### config.mk
export PLATFORM = sky130hd
export DESIGN_NAME = palette_index_to_rgb
export DESIGN_NICKNAME = d
export VERILOG_FILES = /design/src/sv/pitr_pkg.sv /design/src/sv/palette_index_to_rgb.sv /design/src/sv/pitr_lookup.sv
export SDC_FILE = /design/constraint.sdc
export NUM_CORES = 1
export LEC_CHECK = 0
export BUFFER_PORTS_ARGS = -buffer_cell sky130_fd_sc_hd__buf_2
export CORE_UTILIZATION = 35
export CTS_BUF_LIST = sky130_fd_sc_hd__clkbuf_16
export DETAILED_ROUTE_END_ITERATION = 12
export GPL_ROUTABILITY_DRIVEN = 0
export PLACE_DENSITY = 0.64
export SYNTH_ARGS = -nofsm -noshare
export SYNTH_HDL_FRONTEND = slang
export SYNTH_SLANG_ARGS = --single-unit
### constraint.sdc
create_clock -name aclk -period 10.9 [get_ports aclk]
set_input_delay 1.09 -clock aclk [delete_from_list [all_inputs] [get_ports aclk]]
set_output_delay 1.09 -clock aclk [all_outputs]
set_load 0.02 [all_outputs]
### src/sv/pitr_pkg.sv
// Shared types, register map and color tables for the palette lookup block.
package pitr_pkg;

    typedef struct packed {
        logic [7:0] red;
        logic [7:0] green;
        logic [7:0] blue;
    } rgb_t;

    // Palette mode codes.
    localparam logic [1:0] MODE_GRAY  = 2'd0;
    localparam logic [1:0] MODE_SEPIA = 2'd1;
    localparam logic [1:0] MODE_VGA   = 2'd2;
    localparam logic [1:0] MODE_CUBE  = 2'd3;

    // Register indexes (byte address bit 2 selects the word).
    localparam logic REG_PALETTE_MODE = 1'b0;

    localparam int ADDR_W = 3;
    localparam int DATA_W = 32;

    function automatic rgb_t cga_color(input logic [3:0] idx);
        rgb_t c;
        case (idx)
            4'd0:  c = '{8'd0,   8'd0,   8'd0};
            4'd1:  c = '{8'd0,   8'd0,   8'd170};
            4'd2:  c = '{8'd0,   8'd170, 8'd0};
            4'd3:  c = '{8'd0,   8'd170, 8'd170};
            4'd4:  c = '{8'd170, 8'd0,   8'd0};
            4'd5:  c = '{8'd170, 8'd0,   8'd170};
            4'd6:  c = '{8'd170, 8'd85,  8'd0};
            4'd7:  c = '{8'd170, 8'd170, 8'd170};
            4'd8:  c = '{8'd85,  8'd85,  8'd85};
            4'd9:  c = '{8'd85,  8'd85,  8'd255};
            4'd10: c = '{8'd85,  8'd255, 8'd85};
            4'd11: c = '{8'd85,  8'd255, 8'd255};
            4'd12: c = '{8'd255, 8'd85,  8'd85};
            4'd13: c = '{8'd255, 8'd85,  8'd255};
            4'd14: c = '{8'd255, 8'd255, 8'd85};
            default: c = '{8'd255, 8'd255, 8'd255};
        endcase
        return c;
    endfunction

    function automatic rgb_t sys_color(input logic [3:0] idx);
        rgb_t c;
        case (idx)
            4'd0: c = '{8'd192, 8'd192, 8'd192};
            4'd1: c = '{8'd128, 8'd128, 8'd128};
            4'd2: c = '{8'd255, 8'd0,   8'd0};
            4'd3: c = '{8'd0,   8'd255, 8'd0};
            4'd4: c = '{8'd0,   8'd0,   8'd255};
            4'd5: c = '{8'd255, 8'd255, 8'd0};
            4'd6: c = '{8'd255, 8'd0,   8'd255};
            4'd7: c = '{8'd0,   8'd255, 8'd255};
            4'd8: c = '{8'd255, 8'd255, 8'd255};
            default: c = '{8'd0, 8'd0, 8'd0};
        endcase
        return c;
    endfunction

    // Gray ramp: 17 + (step * 238) / 13.
    function automatic logic [7:0] gray_level(input logic [3:0] step);
        logic [7:0] g;
        case (step)
            4'd0:  g = 8'd17;
            4'd1:  g = 8'd35;
            4'd2:  g = 8'd53;
            4'd3:  g = 8'd71;
            4'd4:  g = 8'd90;
            4'd5:  g = 8'd108;
            4'd6:  g = 8'd126;
            4'd7:  g = 8'd145;
            4'd8:  g = 8'd163;
            4'd9:  g = 8'd181;
            4'd10: g = 8'd200;
            4'd11: g = 8'd218;
            4'd12: g = 8'd236;
            default: g = 8'd255;
        endcase
        return g;
    endfunction

endpackage

### src/sv/palette_index_to_rgb.sv
// Top level: palette lookup with APB mode register and a two-stage beat pipeline.
//
// palette_index_to_rgb translates one 8-bit color index per beat into 8-bit
// red, green and blue under the palette selected by palette_mode (APB byte
// address 0): 0 grayscale, 1 sepia, 2 CGA then 3-3-2, 3 CGA, 6x6x6 cube, gray
// ramp and system colors. The block accepts one index every cycle while
// s_ready is high; each beat moves from the input register into the result
// register, with the lookup logic between them. A stalled result holds in the
// result register; the input register takes at most one more beat behind it
// and then drops s_ready until m_ready returns, so throughput stays at one
// beat per cycle whenever m_ready is high. Write palette_mode only while no
// beat is in flight.
module palette_index_to_rgb (
    input  logic                          aclk,
    input  logic                          aresetn,
    // APB configuration port
    input  logic                          psel,
    input  logic                          penable,
    input  logic                          pwrite,
    input  logic [pitr_pkg::ADDR_W-1:0]   paddr,
    input  logic [pitr_pkg::DATA_W-1:0]   pwdata,
    output logic [pitr_pkg::DATA_W-1:0]   prdata,
    output logic                          pready,
    // index input
    input  logic                          s_valid,
    output logic                          s_ready,
    input  logic [7:0]                    s_color_index,
    // color output
    output logic                          m_valid,
    input  logic                          m_ready,
    output logic [7:0]                    m_red,
    output logic [7:0]                    m_green,
    output logic [7:0]                    m_blue
);

    logic [1:0]     mode_reg;
    logic [1:0]     mode_next;
    logic           idx_valid_reg;
    logic           idx_valid_next;
    logic [7:0]     idx_reg;
    logic           rgb_valid_reg;
    logic           rgb_valid_next;
    pitr_pkg::rgb_t rgb_reg;
    pitr_pkg::rgb_t lookup_rgb;
    logic           stage2_ready;
    logic           cfg_write;

    // APB: always ready, write lands on the access cycle.
    assign pready    = 1'b1;
    assign cfg_write = psel && penable && pwrite;
    assign prdata    = (paddr[2] == pitr_pkg::REG_PALETTE_MODE)
                       ? {{(pitr_pkg::DATA_W-2){1'b0}}, mode_reg}
                       : '0;

    always_comb begin
        mode_next = mode_reg;
        if (cfg_write && paddr[2] == pitr_pkg::REG_PALETTE_MODE) begin
            mode_next = pwdata[1:0];
        end
    end

    // Result stage frees up when empty or when its beat leaves this cycle;
    // input stage frees up when empty or when it can advance.
    assign stage2_ready = !rgb_valid_reg || m_ready;
    assign s_ready      = !idx_valid_reg || stage2_ready;

    always_comb begin
        idx_valid_next = idx_valid_reg;
        if (s_ready) begin
            idx_valid_next = s_valid;
        end
        rgb_valid_next = rgb_valid_reg;
        if (stage2_ready) begin
            rgb_valid_next = idx_valid_reg;
        end
    end

    pitr_lookup u_lookup (
        .mode        (mode_reg),
        .color_index (idx_reg),
        .rgb         (lookup_rgb)
    );

    always_ff @(posedge aclk) begin
        if (!aresetn) begin
            mode_reg      <= pitr_pkg::MODE_GRAY;
            idx_valid_reg <= 1'b0;
            rgb_valid_reg <= 1'b0;
        end else begin
            mode_reg      <= mode_next;
            idx_valid_reg <= idx_valid_next;
            rgb_valid_reg <= rgb_valid_next;
        end
    end

    // Payload: load on advance, hold otherwise.
    always_ff @(posedge aclk) begin
        if (s_ready && s_valid) begin
            idx_reg <= s_color_index;
        end
        if (stage2_ready && idx_valid_reg) begin
            rgb_reg <= lookup_rgb;
        end
    end

    assign m_valid = rgb_valid_reg;
    assign m_red   = rgb_reg.red;
    assign m_green = rgb_reg.green;
    assign m_blue  = rgb_reg.blue;

    // A draining output never blocks the input.
    a_no_input_stall: assert property (@(posedge aclk) disable iff (!aresetn)
        m_ready |-> s_ready)
        else $error("input stalled while output drains");

    // An accepted index occupies the input stage next cycle.
    a_accept_fills: assert property (@(posedge aclk) disable iff (!aresetn)
        (s_valid && s_ready) |=> idx_valid_reg)
        else $error("accepted beat lost");

    // A beat in the input stage with a blocked result stage stays put.
    a_stage1_holds: assert property (@(posedge aclk) disable iff (!aresetn)
        (idx_valid_reg && !stage2_ready) |=> (idx_valid_reg && $stable(idx_reg)))
        else $error("stalled index dropped or changed");

    // A beat in the input stage reaches the result stage when it advances.
    a_stage1_advances: assert property (@(posedge aclk) disable iff (!aresetn)
        (idx_valid_reg && stage2_ready) |=> rgb_valid_reg)
        else $error("index did not reach result stage");

endmodule

### src/sv/pitr_lookup.sv
// Combinational index-to-color translation for all four palette modes.
module pitr_lookup (
    input  logic [1:0]    mode,
    input  logic [7:0]    color_index,
    output pitr_pkg::rgb_t rgb
);

    logic [7:0] k;          // cube offset, index - 16
    logic [2:0] cube_r;
    logic [5:0] rem36;
    logic [2:0] cube_g;
    logic [2:0] cube_b;
    logic [7:0] gray;
    logic [3:0] gray_step;
    logic [3:0] sys_idx;

    assign k         = color_index - 8'd16;
    assign gray_step = 4'(color_index - 8'd232);
    assign sys_idx   = 4'(color_index - 8'd246);
    assign gray      = pitr_pkg::gray_level(gray_step);

    // Split the cube offset into base-6 digits with compare chains.
    always_comb begin
        if (k >= 8'd180)      cube_r = 3'd5;
        else if (k >= 8'd144) cube_r = 3'd4;
        else if (k >= 8'd108) cube_r = 3'd3;
        else if (k >= 8'd72)  cube_r = 3'd2;
        else if (k >= 8'd36)  cube_r = 3'd1;
        else                  cube_r = 3'd0;
        rem36 = 6'(k - 8'(cube_r) * 8'd36);
        if (rem36 >= 6'd30)      cube_g = 3'd5;
        else if (rem36 >= 6'd24) cube_g = 3'd4;
        else if (rem36 >= 6'd18) cube_g = 3'd3;
        else if (rem36 >= 6'd12) cube_g = 3'd2;
        else if (rem36 >= 6'd6)  cube_g = 3'd1;
        else                     cube_g = 3'd0;
        cube_b = 3'(rem36 - 6'(cube_g) * 6'd6);
    end

    always_comb begin
        rgb = '{color_index, color_index, color_index};
        unique case (mode)
            pitr_pkg::MODE_GRAY: begin
                rgb = '{color_index, color_index, color_index};
            end
            pitr_pkg::MODE_SEPIA: begin
                rgb.red   = (color_index > 8'd206) ? 8'd255 : color_index + 8'd49;
                rgb.green = (color_index > 8'd227) ? 8'd255 : color_index + 8'd28;
                rgb.blue  = (color_index > 8'd150) ? color_index - 8'd105 : 8'd0;
            end
            pitr_pkg::MODE_VGA: begin
                if (color_index < 8'd16) begin
                    rgb = pitr_pkg::cga_color(color_index[3:0]);
                end else begin
                    rgb.red   = 8'(color_index[7:5]) * 8'd36;
                    rgb.green = 8'(color_index[4:2]) * 8'd36;
                    rgb.blue  = 8'(color_index[1:0]) * 8'd85;
                end
            end
            pitr_pkg::MODE_CUBE: begin
                if (color_index < 8'd16) begin
                    rgb = pitr_pkg::cga_color(color_index[3:0]);
                end else if (color_index < 8'd232) begin
                    rgb.red   = 8'(cube_r) * 8'd51;
                    rgb.green = 8'(cube_g) * 8'd51;
                    rgb.blue  = 8'(cube_b) * 8'd51;
                end else if (color_index < 8'd246) begin
                    rgb = '{gray, gray, gray};
                end else begin
                    rgb = pitr_pkg::sys_color(sys_idx);
                end
            end
            default: begin
                rgb = '{color_index, color_index, color_index};
            end
        endcase
    end

endmodule
# Yosys cells after proc, flatten, opt, wreduce, memory -nomap -nowiden
# Memories as Yosys holds them, arrays and structs flattened. A register that Yosys moved wholly into a read port is not among the register bits.
# Cells that the tools add are included.
# op_classes
mux	21
n_reduce_logical	10
bitwise_logic	1
addsub	8
n_shift	0
mul	8
magnitude_cmp	16
div	0
n_eq_ne	3
# ops
op	n
24-bit 2-to-1 mux	4
24-bit one-hot mux with 4 select lines	1
8-bit greater-than comparator, second input constant	3
3-bit by 6-bit multiplier with 8-bit output, second input constant	3
3-bit 2-to-1 mux	8
8-bit 2-to-1 mux	3
6-bit by 5-bit >= comparator with 1-bit output, second input constant	3
8-bit by 7-bit >= comparator with 1-bit output, second input constant	2
8-bit >= comparator, second input constant	2
8-bit less-than comparator, second input constant	2
3-bit by 4-bit multiplier with 6-bit output, second input constant	2
8-bit by 5-bit adder with 8-bit output, second input constant	1
8-bit by 6-bit adder with 8-bit output, second input constant	1
8-bit by 6-bit >= comparator with 1-bit output, second input constant	1
8-bit by 5-bit less-than comparator with 1-bit output, second input constant	1
2-bit by 7-bit multiplier with 8-bit output, second input constant	1
4-bit 2-to-1 mux	2
8-bit by 5-bit subtractor with 8-bit output, second input constant	1
8-bit by 7-bit subtractor with 8-bit output, second input constant	1
6-bit by 3-bit >= comparator with 1-bit output, second input constant	1
6-bit by 4-bit >= comparator with 1-bit output, second input constant	1
6-bit subtractor	1
1-bit logical AND	5
2-bit equality test, second input constant	2
other kinds (12)	15
# totals
mem_count	4
latchBits	0
ff_bits	36
romBits	1280
in_bits	50
output_inout_bits	59
mem_bits_rw	0
word_cells	78
# mem_list
memory	words	word_bits	read_ports	rd_clocked_by_memory_dff	write_ports	line	source
(name not given)	16	24	1	1	0	pitr_pkg.sv:24	case (idx)
(name not given)	16	24	1	1	0	pitr_pkg.sv:24	
(name not given)	16	24	1	0	0	pitr_pkg.sv:47	case (idx)
(name not given)	16	8	1	0	0	pitr_pkg.sv:65	case (step)

# Depth between registers and ports, before layout
# depth
ltp_word	21
depth_mapped	29
ltp_nobuf	27

# Cells and area by module
# A second synthesis with hierarchy kept.
# hier_totals
cells_unflattened	568
hier_area_um2	4536.9
# modules_own_cells
mod	cells_per_inst	seq_area_each_um2	area_per_inst_um2	instances
pitr_lookup	483	0.0	3145.5	1
palette_index_to_rgb	85	1041.0	1391.3	1

# Worst setup path before layout
# No wires, ideal clock.
# synth_timing
path_kind	reg-to-reg
startpoint	register idx_reg[4]
endpoint	register rgb_reg (netlist bit m_blue[6]), data pin
synth_period_minus_slack_ns	6.107
n_path_buf	2
required_time_ns	10.630
path_stages_with_launch	28
setup_time_ns	0.270
path_slack_ns	4.793
arrival_ns	5.837
path_cell_list	edfxtp_1 buf_1 inv_1 ha_1 buf_4 xnor2_1 or3b_1 a31o_2 and2_1 ha_1 fa_1 xor2_1 or3_1 o221ai_1 a31oi_1 nand3_1 ha_1 xnor2_1 xnor2_1 ha_1 inv_1 ha_1 ha_1 o21ai_0 xor2_1 o211ai_1 a221oi_1 o31ai_1
# synth_rtl
item	line	source
from (decl)	palette_index_to_rgb.sv:40	logic [7:0] idx_reg;
from (signal assigned)	palette_index_to_rgb.sv:99	idx_reg <= s_color_index;
to (signal assigned)	palette_index_to_rgb.sv:102	rgb_reg <= lookup_rgb;
to (decl)	palette_index_to_rgb.sv:43	pitr_pkg::rgb_t rgb_reg;

==> impl_metrics.toml <==
[worst_setup_path]
worstPathArrival_ns = 7.61
crit_top_cell = "ha_1"
critical_path.top_delay_family = "compound AO/OA/AOI/OAI gates"
cp_num_buf_inv = 3
critPathKind = "reg2reg"
critPathMaxFanout = 20
cp.required_ns = 10.89
worst_path_max_delay_cell = "edfxtp_1"
reg2reg_depth = 25
slowest_delay_ns = 0.87
worstSetupStartpointType = "register"
crit_cells = 25
crit_path_end_kind = "register"

[timing]
tightest_slew_ns = 1.17
tns_ns = 0
maxSlewHeadroom = 0.219
setup_viol = 0
layout_setup_ws_ns = 3.28
hold_violations = 0
drv_slew = 0
fmax_mhz = 131
fin_crit_sh = 0.699
period_minus_slack_ns = 7.62
rsz0062_at_grt = "false"
fin_hold_ws_ns = 0.523
clock_skew_ns = 0.00682

[route]
drt_iter0_markers = 715
final_antenna_net_count = 0
route.detailed.drc = 0
vias = 4477
routed_wl_mm = 13.9
via_per_inst = 5.90
dr.pass1.iters = 7
wl_per_cell_um = 18.3

[die]
fp.dieArea_mm2 = 0.0135
die_h_um = 116
io-pin-count = 109
core_mm2 = 0.0126
start_util = 0.360
rows = 41
die_x_um = 116

[place]
dp_worst_setup_slack_ns = 3.44
io_buffers = 45
dp_cells = 751
dp_hpwl_mm = 10.1

[worst_hold_path]
holdPathStages = 1
hold_path_class = "reg2reg"

[synth]
synth_edf_count = 32
ys_warn_count = 0
syn_area_per_cell_um2 = 7.99
synth_cell_types = 69
ys_seq_area_frac = 0.251
synth_area_leaders = "edfxtp_1 21%, ha_1 11%, a21oi_1 6.2%, buf_4 5.3%, nand2_1 4.3%"
netlist_instances = 569
ys_async_sr_fraction = 0
synthesis.area_mm2 = 0.00455
synth_top_area_share = 0.211
ys.flop_type = "edfxtp_1"
synth_area_leader_cell = "edfxtp_1"
synth-seq-cells = 41

[cts]
clockBufferDepth = 2
post-cts-setup-buffer-count = 0
hold_buffers = 0
clock_latency_ns = 0.29
htree_levels = 2
clk_pin_slew_ns = 0.07
cts_tree = "done"
cts-root-buf = "clkbuf_16"
cts_made_buffers = 5
cts_resized = 0
cts_sinks = 41

[global_route]
grt_max_degree = 34
use_met3 = 0.0434
grt_usage = 0.209
grt_util_met1 = 0.292
grt_overflow = 0
top_usage_layer = "met2"
grt_pass1_wl_mm = 21.4
grt_pass1_vias = 3905
antenna_found_initial = 0
groute.layer.met2.usage = 0.315

[cells_and_area]
layout-drive-gt1-share = 0.123
final_nets = 678
antenna_cells = 0
syn2layout_area_growth_pct = 7.40
utilization = 0.387
stdcell_count = 759
fillCellCount = 1340

[power]
vdd.ir_drop.worst_v = 0.0000533
power_density_mw_per_mm2 = 138
power_leakage_nw = 1.99

[outcome]
outcome = "completed"

[flow_run]
cap_violations = 0
==> synth_stat cells (5+ instances only) <==
cell type and number:
a21oi_1 56, nand2_1 52, ha_1 41, nor2_1 37, o21ai_0 37, buf_4 32
edfxtp_1 32, inv_1 30, clkbuf_1 25, nand3_1 17, xnor2_1 16, a221oi_1 13
a31oi_1 12, nor2b_1 10, o22ai_1 10, dfxtp_1 9, o221ai_1 9, mux2i_1 8
a21boi_0 7, a211oi_1 6, a21o_1 5, and2_1 5, buf_2 5, o211ai_1 5
o21a_1 5, o31ai_1 5, xor2_1 5
==> final cells by class <==
class,instances,area [µm²],share of cell area
multi-input combinational,458,3020,0.618
sequential,41,1140,0.234
timing repair buffer,48,248,0.0507
tap,172,215,0.0441
clock buffer,5,125,0.0256
inverter,32,120,0.0246
clock inverter,3,17.5,0.00359
==> report_power, final <==
part           total (mW)  switching [mW]  leakage, nW  internal (mW)
registers           0.193          0.0136        0.378          0.179
logic               0.334           0.200         1.54          0.133
clock network       0.148          0.0644       0.0696         0.0841
total               0.675           0.279         1.99          0.397
==> cell families (layout without fill, tap and decap cells) <==
kind of cell	after synthesis	in the layout	share of synthesized area
other	2	31	0.00165
adder cells (fa/ha/maj)	42	42	0.117
AND/OR/NAND/NOR	155	155	0.168
XOR/XNOR	21	21	0.0404
multiplexers	10	10	0.0226
AO/OA/AOI/OAI	199	199	0.289
flip-flops	41	41	0.251
buffers and inverters	99	88	0.111
==> per-stage QoR <==
step,power [mW],cell area (µm²)
final,0.675,4880
after floorplan,0.451,4660
after detailed placement,0.517,4740
after CTS,0.665,4880
after global placement,0.510,4740
after global routing,0.714,4880
==> path summary, 6_finish.rpt <==
check                startpoint        end  slack (ns)
hold reg to reg   idx_valid_reg    m_valid        0.52
setup reg to reg     idx_reg[0]  m_blue[6]        3.28
setup / recovery     idx_reg[0]  m_blue[6]        3.28
hold / removal    idx_valid_reg    m_valid        0.52
==> cell usage in the layout (no fill, tap or decap), types with 17 or more instances in the layout <==
cell type | Yosys | routed
conb_1 | 2 | 31
edfxtp_1 | 32 | 32
inv_1 | 30 | 30
nand2_1 | 52 | 52
o21ai_0 | 37 | 37
buf_2 | 5 | 45
a21oi_1 | 56 | 56
ha_1 | 41 | 41
nand3_1 | 17 | 17
nor2_1 | 37 | 37
==> routing by layer <==
layer  share of wire  routed length [µm]
met4           0.037                 518
met5               0                   0
met3            0.12                1680
met2            0.43                5960
met1            0.41                5710
Power figures use the tool's default switching activity.
